$ cat src/rtl/wbss_pkg.sv
package wbss_pkg;

  // default configuration of the scan unit
  localparam int MAX_PATTERN_DEF = 16;
  localparam int OFFSET_BITS_DEF = 32;

  // fixed field widths
  localparam int BYTE_W     = 8;
  localparam int REG_W      = 64;
  localparam int LEN_W      = 5;
  localparam int OFFSET_W   = 32;
  localparam int CFG_IDX_W  = 2;
  localparam int SIG_BYTES  = 16;

  // wildcard signature byte (not a wildcard in the first position)
  localparam logic [BYTE_W-1:0] WILDCARD = 8'hCC;

  // configuration register indexes
  localparam logic [CFG_IDX_W-1:0] REG_PATTERN_LOW  = 2'd0;
  localparam logic [CFG_IDX_W-1:0] REG_PATTERN_HIGH = 2'd1;
  localparam logic [CFG_IDX_W-1:0] REG_PATTERN_LEN  = 2'd2;

endpackage

$ cat src/rtl/wbss_channels.sv
interface wbss_in_if;
  logic                         valid;
  logic                         ready;
  logic [wbss_pkg::BYTE_W-1:0]  data_byte;
  logic                         last_byte;

  modport source (output valid, output data_byte, output last_byte, input ready);
  modport sink   (input valid, input data_byte, input last_byte, output ready);
endinterface

interface wbss_out_if;
  logic                          valid;
  logic                          ready;
  logic                          found;
  logic [wbss_pkg::OFFSET_W-1:0] match_offset;

  modport source (output valid, output found, output match_offset, input ready);
  modport sink   (input valid, input found, input match_offset, output ready);
endinterface

$ cat src/rtl/wildcard_byte_signature_scan_unit.sv
// Wildcard byte signature scan unit.
// byte_in carries the bytes of a memory region, one item per byte, with
// last_byte set on the final byte. result carries at most one item per region:
// found = 1 with the start offset of the first match, or found = 0 (offset 0)
// on the last byte when nothing matched. Bytes after a match are dropped
// until the region ends. A signature byte of 0xCC is a wildcard except in
// the first position.
// The signature is loaded through the write port (cfg_we, cfg_index,
// cfg_data) while the unit is idle: index 0 holds bytes 0..7, index 1 holds
// bytes 8..15, index 2 the length (0 acts as 1, above MAX_PATTERN as
// MAX_PATTERN).
// Each accepted byte passes one input register, then the window compare and
// offset subtract into the result register. One byte is taken every cycle
// while result is not stalled; the parallel window compare sets this rate.
// When result stalls, the result register holds and the input register
// still takes one more byte; byte_in.ready drops only when both are full.
// Synchronous reset clears the handshake state, the region counter and the
// match flag, and loads the length register with 1 and the signature with 0.
module wildcard_byte_signature_scan_unit #(
  parameter int MAX_PATTERN = wbss_pkg::MAX_PATTERN_DEF,
  parameter int OFFSET_BITS = wbss_pkg::OFFSET_BITS_DEF
) (
  input  logic                             clk,
  input  logic                             rst,
  wbss_in_if.sink                          byte_in,
  wbss_out_if.source                       result,
  input  logic                             cfg_we,
  input  logic [wbss_pkg::CFG_IDX_W-1:0]   cfg_index,
  input  logic [wbss_pkg::REG_W-1:0]       cfg_data
);

  localparam int WIN_IDX_W = (MAX_PATTERN > 1) ? $clog2(MAX_PATTERN) : 1;
  localparam int EXT_W     = (OFFSET_BITS > wbss_pkg::OFFSET_W) ? OFFSET_BITS
                                                                : wbss_pkg::OFFSET_W;
  localparam logic [OFFSET_BITS-1:0] COUNT_MAX = '1;

  // configuration registers
  logic [wbss_pkg::REG_W-1:0]  pattern_low;
  logic [wbss_pkg::REG_W-1:0]  pattern_high;
  logic [wbss_pkg::LEN_W-1:0]  pattern_length;

  // input register
  logic                        s1_valid;
  logic [wbss_pkg::BYTE_W-1:0] s1_byte;
  logic                        s1_last;

  // region state
  logic [wbss_pkg::BYTE_W-1:0] window [MAX_PATTERN];
  logic [wbss_pkg::BYTE_W-1:0] window_next [MAX_PATTERN];
  logic [OFFSET_BITS-1:0]      count;
  logic [OFFSET_BITS-1:0]      count_next;
  logic                        matched;

  // result register
  logic                         out_valid;
  logic                         out_found;
  logic [wbss_pkg::OFFSET_W-1:0] out_offset;

  logic                         advance;
  logic [wbss_pkg::LEN_W-1:0]   len_eff;
  logic [wbss_pkg::LEN_W-1:0]   len_m1;
  logic [2*wbss_pkg::REG_W-1:0] pattern_all;
  logic [wbss_pkg::LEN_W-1:0]   pos;
  logic [wbss_pkg::BYTE_W-1:0]  sig;
  logic [MAX_PATTERN-1:0]       miss;
  logic                         full_window;
  logic                         hit;
  logic [OFFSET_BITS-1:0]       start;
  logic [EXT_W-1:0]             start_ext;

  // second stage moves whenever the result register is free or being taken
  assign advance       = !out_valid || result.ready;
  assign byte_in.ready = !s1_valid || advance;

  assign result.valid        = out_valid;
  assign result.found        = out_found;
  assign result.match_offset = out_offset;

  // configuration writes
  always_ff @(posedge clk) begin
    if (rst) begin
      pattern_low    <= '0;
      pattern_high   <= '0;
      pattern_length <= wbss_pkg::LEN_W'(1);
    end else if (cfg_we) begin
      case (cfg_index)
        wbss_pkg::REG_PATTERN_LOW:  pattern_low    <= cfg_data;
        wbss_pkg::REG_PATTERN_HIGH: pattern_high   <= cfg_data;
        wbss_pkg::REG_PATTERN_LEN:  pattern_length <= cfg_data[wbss_pkg::LEN_W-1:0];
        default: ;
      endcase
    end
  end

  // clamp length to 1..MAX_PATTERN
  always_comb begin
    if (pattern_length == '0) begin
      len_eff = wbss_pkg::LEN_W'(1);
    end else if (pattern_length > wbss_pkg::LEN_W'(MAX_PATTERN)) begin
      len_eff = wbss_pkg::LEN_W'(MAX_PATTERN);
    end else begin
      len_eff = pattern_length;
    end
  end

  assign len_m1      = len_eff - wbss_pkg::LEN_W'(1);
  assign pattern_all = {pattern_high, pattern_low};

  // input register
  always_ff @(posedge clk) begin
    if (rst) begin
      s1_valid <= 1'b0;
    end else if (byte_in.ready) begin
      s1_valid <= byte_in.valid;
    end
  end

  always_ff @(posedge clk) begin
    if (byte_in.ready && byte_in.valid) begin
      s1_byte <= byte_in.data_byte;
      s1_last <= byte_in.last_byte;
    end
  end

  // window after shifting in the new byte, entry 0 newest
  always_comb begin
    window_next[0] = s1_byte;
    for (int k = 1; k < MAX_PATTERN; k++) begin
      window_next[k] = window[k-1];
    end
  end

  // signature byte j lines up with window entry len-1-j
  always_comb begin
    pos = '0;
    sig = '0;
    for (int j = 0; j < MAX_PATTERN; j++) begin
      pos = len_m1 - wbss_pkg::LEN_W'(j);
      sig = pattern_all[wbss_pkg::BYTE_W*j +: wbss_pkg::BYTE_W];
      miss[j] = (wbss_pkg::LEN_W'(j) < len_eff)
             && !((j != 0) && (sig == wbss_pkg::WILDCARD))
             && (window_next[pos[WIN_IDX_W-1:0]] != sig);
    end
  end

  assign full_window = count >= OFFSET_BITS'(len_m1);
  assign hit         = !matched && full_window && (miss == '0);
  assign start       = count - OFFSET_BITS'(len_m1);
  assign start_ext   = EXT_W'(start);
  assign count_next  = (count < COUNT_MAX) ? count + OFFSET_BITS'(1) : count;

  // region state, updated once per byte leaving the input register
  always_ff @(posedge clk) begin
    if (rst) begin
      count   <= '0;
      matched <= 1'b0;
    end else if (s1_valid && advance) begin
      if (s1_last) begin
        count   <= '0;
        matched <= 1'b0;
      end else begin
        count   <= count_next;
        matched <= matched || hit;
      end
    end
  end

  // window contents before a full window are never compared, so no reset
  always_ff @(posedge clk) begin
    if (s1_valid && advance) begin
      for (int k = 0; k < MAX_PATTERN; k++) begin
        window[k] <= window_next[k];
      end
    end
  end

  // result register
  always_ff @(posedge clk) begin
    if (rst) begin
      out_valid <= 1'b0;
    end else if (advance) begin
      out_valid <= s1_valid && (hit || (s1_last && !matched));
    end
  end

  always_ff @(posedge clk) begin
    if (advance && s1_valid) begin
      out_found  <= hit;
      out_offset <= hit ? start_ext[wbss_pkg::OFFSET_W-1:0] : '0;
    end
  end

  // a not-found item always carries offset zero
  a_notfound_zero: assert property (@(posedge clk) disable iff (rst)
    (out_valid && !out_found) |-> (out_offset == '0))
    else $error("not-found result with nonzero offset");

  // no further result inside a region once it has matched
  a_single_result: assert property (@(posedge clk) disable iff (rst)
    (s1_valid && advance && matched && !s1_last) |=> !out_valid)
    else $error("second result in a matched region");

  // region end clears the counter and match flag
  a_region_clear: assert property (@(posedge clk) disable iff (rst)
    (s1_valid && advance && s1_last) |=> (count == '0 && !matched))
    else $error("region state not cleared at region end");

  // an empty input register always takes a byte
  a_ready_empty: assert property (@(posedge clk) disable iff (rst)
    !s1_valid |-> byte_in.ready)
    else $error("input stalled with empty input register");

endmodule
$ cat src/flat_wrapper.sv
// flat-port wrapper written by rule: the top's interface ports become plain ports
module wildcard_byte_signature_scan_unit_flat 
#(
  parameter int MAX_PATTERN = wbss_pkg::MAX_PATTERN_DEF,
  parameter int OFFSET_BITS = wbss_pkg::OFFSET_BITS_DEF
)
  (clk, rst, cfg_we, cfg_index, cfg_data, byte_in_valid, byte_in_data_byte, byte_in_last_byte, byte_in_ready, result_valid, result_found, result_match_offset, result_ready);
  wbss_in_if byte_in_i ();
  wbss_out_if result_i ();
  input  logic clk;
  input  logic rst;
  input  logic cfg_we;
  input  logic [wbss_pkg::CFG_IDX_W-1:0] cfg_index;
  input  logic [wbss_pkg::REG_W-1:0] cfg_data;
  input wire logic [$bits(byte_in_i.valid)-1:0] byte_in_valid;
  input wire logic [$bits(byte_in_i.data_byte)-1:0] byte_in_data_byte;
  input wire logic [$bits(byte_in_i.last_byte)-1:0] byte_in_last_byte;
  output wire logic [$bits(byte_in_i.ready)-1:0] byte_in_ready;
  output wire logic [$bits(result_i.valid)-1:0] result_valid;
  output wire logic [$bits(result_i.found)-1:0] result_found;
  output wire logic [$bits(result_i.match_offset)-1:0] result_match_offset;
  input wire logic [$bits(result_i.ready)-1:0] result_ready;
  assign byte_in_i.valid = byte_in_valid;
  assign byte_in_i.data_byte = byte_in_data_byte;
  assign byte_in_i.last_byte = byte_in_last_byte;
  assign byte_in_ready = byte_in_i.ready;
  assign result_valid = result_i.valid;
  assign result_found = result_i.found;
  assign result_match_offset = result_i.match_offset;
  assign result_i.ready = result_ready;
  wildcard_byte_signature_scan_unit #(.MAX_PATTERN(MAX_PATTERN), .OFFSET_BITS(OFFSET_BITS)) u_core (.clk(clk), .rst(rst), .byte_in(byte_in_i), .result(result_i), .cfg_we(cfg_we), .cfg_index(cfg_index), .cfg_data(cfg_data));
endmodule
$ cat config.mk
export PLATFORM = sky130hd
export DESIGN_NAME = wildcard_byte_signature_scan_unit_flat
export DESIGN_NICKNAME = d
export VERILOG_FILES = /design/src/rtl/wbss_pkg.sv /design/src/rtl/wbss_channels.sv /design/src/rtl/wildcard_byte_signature_scan_unit.sv /design/src/flat_wrapper.sv
export SDC_FILE = /design/constraint.sdc
export NUM_CORES = 1
export LEC_CHECK = 0
export BUFFER_PORTS_ARGS = -buffer_cell sky130_fd_sc_hd__buf_2
export CAP_MARGIN = 10
export CORE_UTILIZATION = 35
export DETAILED_ROUTE_END_ITERATION = 8
export GPL_TIMING_DRIVEN = 0
export SETUP_SLACK_MARGIN = 0.02
export SYNTH_ARGS = -nofsm -noshare
export SYNTH_HDL_FRONTEND = slang
export SYNTH_SLANG_ARGS = --single-unit
$ cat constraint.sdc
create_clock -name clk -period 17.5 [get_ports clk]
set_clock_uncertainty 0.1 [all_clocks]
set_input_delay 3.5 -clock clk [delete_from_list [all_inputs] [get_ports clk]]
set_output_delay 3.5 -clock clk [all_outputs]
set_load 0.01 [all_outputs]
==> metrics <==
clk_lat worst skew 0.59 ns; Placement Setup Slack 9.11 ns; Yosys cell types 85; Hold Path Class register to register; FF-to-FF Start u_core.pattern_length[4]$_SDFFE_PP0P_; minimum clock period 8.54 ns; H-tree Lvls 2; Clock Pin Slew Worst Setup and Hold Paths 0.06 ns; post-synth top area cell edfxtp_1; Post-DRT Antenna Nets 0; crit start category register; core area 60800 sq um; number of I/O pins 115; Placed Area 23300 sq um; CTS Hold Bufs 0; endpoints failing hold 0; Cells after Synth 2205; Post-Route WL 91100 microns; outcome finished clean; register area share after synthesis 0.378; TNS Setup 0 ns; Slew Limit Fails 0; vias in the first global route 18500; largest net degree at the start of global routing 79; router iterations before antenna repair 6; most frequent cells in the layout 340 x nand2_1, 183 x a21oi_1, 168 x dfxtp_1, 167 x mux2i_1, 162 x edfxtp_1; DIE WIDTH 251 microns; setup ws final 8.96 ns; Leak 0.00901 uW; clock root buffer clkbuf_16; Net Count, Synth 2299; worst-path maximum fanout 14; DP Wirelength 71000 microns; fin crit share 0.488; Die Area 63100 sq um; area grow syn2layout 13.5%; CTS tree yes; Main synth FF type dfxtp_1; Fill cells 5920; Num CTS Buffers 40; worst vdd ir 0.0000714 V; max_cap viols 0; Post-CTS Setup Bufs 0; Layout Nets 2458; Post-synth ARST share 0; most common cell after layout, fill and taps aside nand2_1; crit path capture type register; GRT Util Overall 0.283; Die Ht 251 microns; worst slew pin tran 1.35 ns; layout cells sized above 1 0.160; Initial Utilization 0.358; yosys warns 0; Final setup violation count 0; Congestion Overflow GR 0; WS Path Type register to register; number of remaining DRC errors 0; Max clock buf depth 3; DR WL/cell 28.6 microns; final instance area 24700 sq um; PwrDens 91.0 nW/um^2; vias 19500; Avg Vias per Cell 6.12; total clock sinks 330; Worst Path Arrival 8.88 ns; Post-synth EDFFs 162; Seq cells post-synth 330; Achievable Freq 117 MHz; ranking of synthesized cells by area edfxtp_1 22%, dfxtp_1 15%, mux4_2 11%; relative slew slack 0.0994; final core occ 0.406; gpl congestion 1.02; hold_sp u_core.pattern_low[1]$_SDFFE_PP0P_; unrepaired setup endpoints after global routing no; input/output buffers 114; Synth Cell Area 21700 sq um; Synth top area share 0.224; Crit. Startpoint u_core.pattern_length[4]$_SDFFE_PP0P_; WP data required 17.84 ns; cell row count 90; Mean Syn Cell Area 9.86 sq um; initial antenna violation count 3; Iter 0 DRT Violations 2236; Gates resized, CTS repair 0; first-pass GRT wire length 130000 microns
==> power by group <==
group          internal, uW  switching (uW)
combinational           194             317
sequential              839            35.7
clock                   500             359
total                  1530             711
==> registers in the layout, summed over array words and instances, names as in the netlist, 5 cells and up <==
name,flops
u_core.pattern_length,5
u_core.window,120
u_core.pattern_high,64
u_core.count,32
u_core.result.match_offset,32
u_core.s1_byte,8
u_core.pattern_low,64
==> kinds of logic after synthesis <==
logic type,after synthesis,synth area share
AND/OR/NAND/NOR,743,0.169
AO/OA/AOI/OAI,454,0.137
flip-flops,330,0.378
multiplexers,292,0.197
buffers and inverters,195,0.0384
XOR/XNOR,173,0.0704
adder cells (fa/ha/maj),18,0.0102
==> per-layer routing <==
| metal | global-route usage | up-vias | routed length [microns] |
|---|---|---|---|
| li1 | - | 8584 | - |
| met1 | 0.369 | 9602 | 36900 |
| met2 | 0.444 | 1067 | 40900 |
| met3 | 0.0505 | 200 | 7770 |
| met4 | 0.158 | 2 | 5470 |
| met5 | 0 | - | 20 |
==> cells in the mapped netlist, types with 7 or more instances <==
cell      count
o221ai_1     14
or3_1        24
o32a_1       13
mux2_2       20
and3_1       24
nand2_1     340
dfxtp_1     168
o211ai_1     18
nand4_1      17
inv_1        29
ha_1         13
xor2_1       90
buf_2        22
nor3_1       36
nor3b_1       8
nor2_1       94
a31oi_1      14
nor2b_1      12
o21ai_0      43
a211oi_1     36
a22oi_1      13
a32o_1       17
clkbuf_1     99
nor4_1       26
buf_1        34
mux2i_1     167
a221oi_1     10
mux4_2      102
a21o_1        8
nand3_1      67
nor2_4       27
o22a_1        7
nand2b_1     22
xnor2_1      81
o22ai_1      20
a21oi_1     183
and2_1        7
edfxtp_1    162
==> critical path, stage by stage, from the launching register on <==
cell	delay (ns)
dfxtp_1	0.41
buf_2	0.31
nand2b_1	0.27
clkbuf_1	0.60
clkbuf_1	0.92
ha_1	0.38
xnor2_1	0.19
inv_2	0.31
buf_1	0.81
ha_1	0.40
nand2b_1	0.13
clkbuf_1	0.24
clkbuf_1	0.43
mux2i_1	0.30
mux2i_1	0.12
xnor2_1	0.23
o211ai_1	0.13
or4_1	0.64
a2111o_1	0.45
or4_4	0.55
buf_6	0.17
buf_12	0.16
nor2_4	0.10
==> final cells by class <==
| class | instances | area [sq um] | area share |
|---|---|---|---|
| antenna | 3 | 7.51 | 0.000304 |
| buffer | 160 | 696 | 0.0282 |
| clock inverter | 20 | 201 | 0.00817 |
| tap | 782 | 978 | 0.0397 |
| timing repair buffer | 117 | 608 | 0.0247 |
| sequential | 330 | 8230 | 0.334 |
| multi-input combinational | 1680 | 12700 | 0.514 |
| clock buffer | 54 | 1130 | 0.0457 |
| inverter | 35 | 144 | 0.00583 |
==> path summary, 6_finish.rpt <==
| path | slack, ns | to | cells after the start |
|---|---|---|---|
| setup / recovery | 8.96 | u_core.result.match_offset[13]$_SDFFCE_PN0P_ | 22 |
| hold / removal | 0.37 | u_core.pattern_low[1]$_SDFFE_PP0P_ | 2 |
| setup reg to reg | 8.96 | u_core.result.match_offset[13]$_SDFFCE_PN0P_ | 22 |
| hold reg to reg | 0.37 | u_core.pattern_low[1]$_SDFFE_PP0P_ | 2 |
==> metrics by stage <==
stage                     hold WS, ns  std cells  power [uW]
final                           0.371       3181        2240
after CTS                       0.373       3178        2250
after global placement          0.356       3101        1380
after floorplan                 0.349       2205        1210
after global routing            0.384       3178        2320
after detailed placement        0.365       3104        1390
Power figures use the tool's default switching activity.
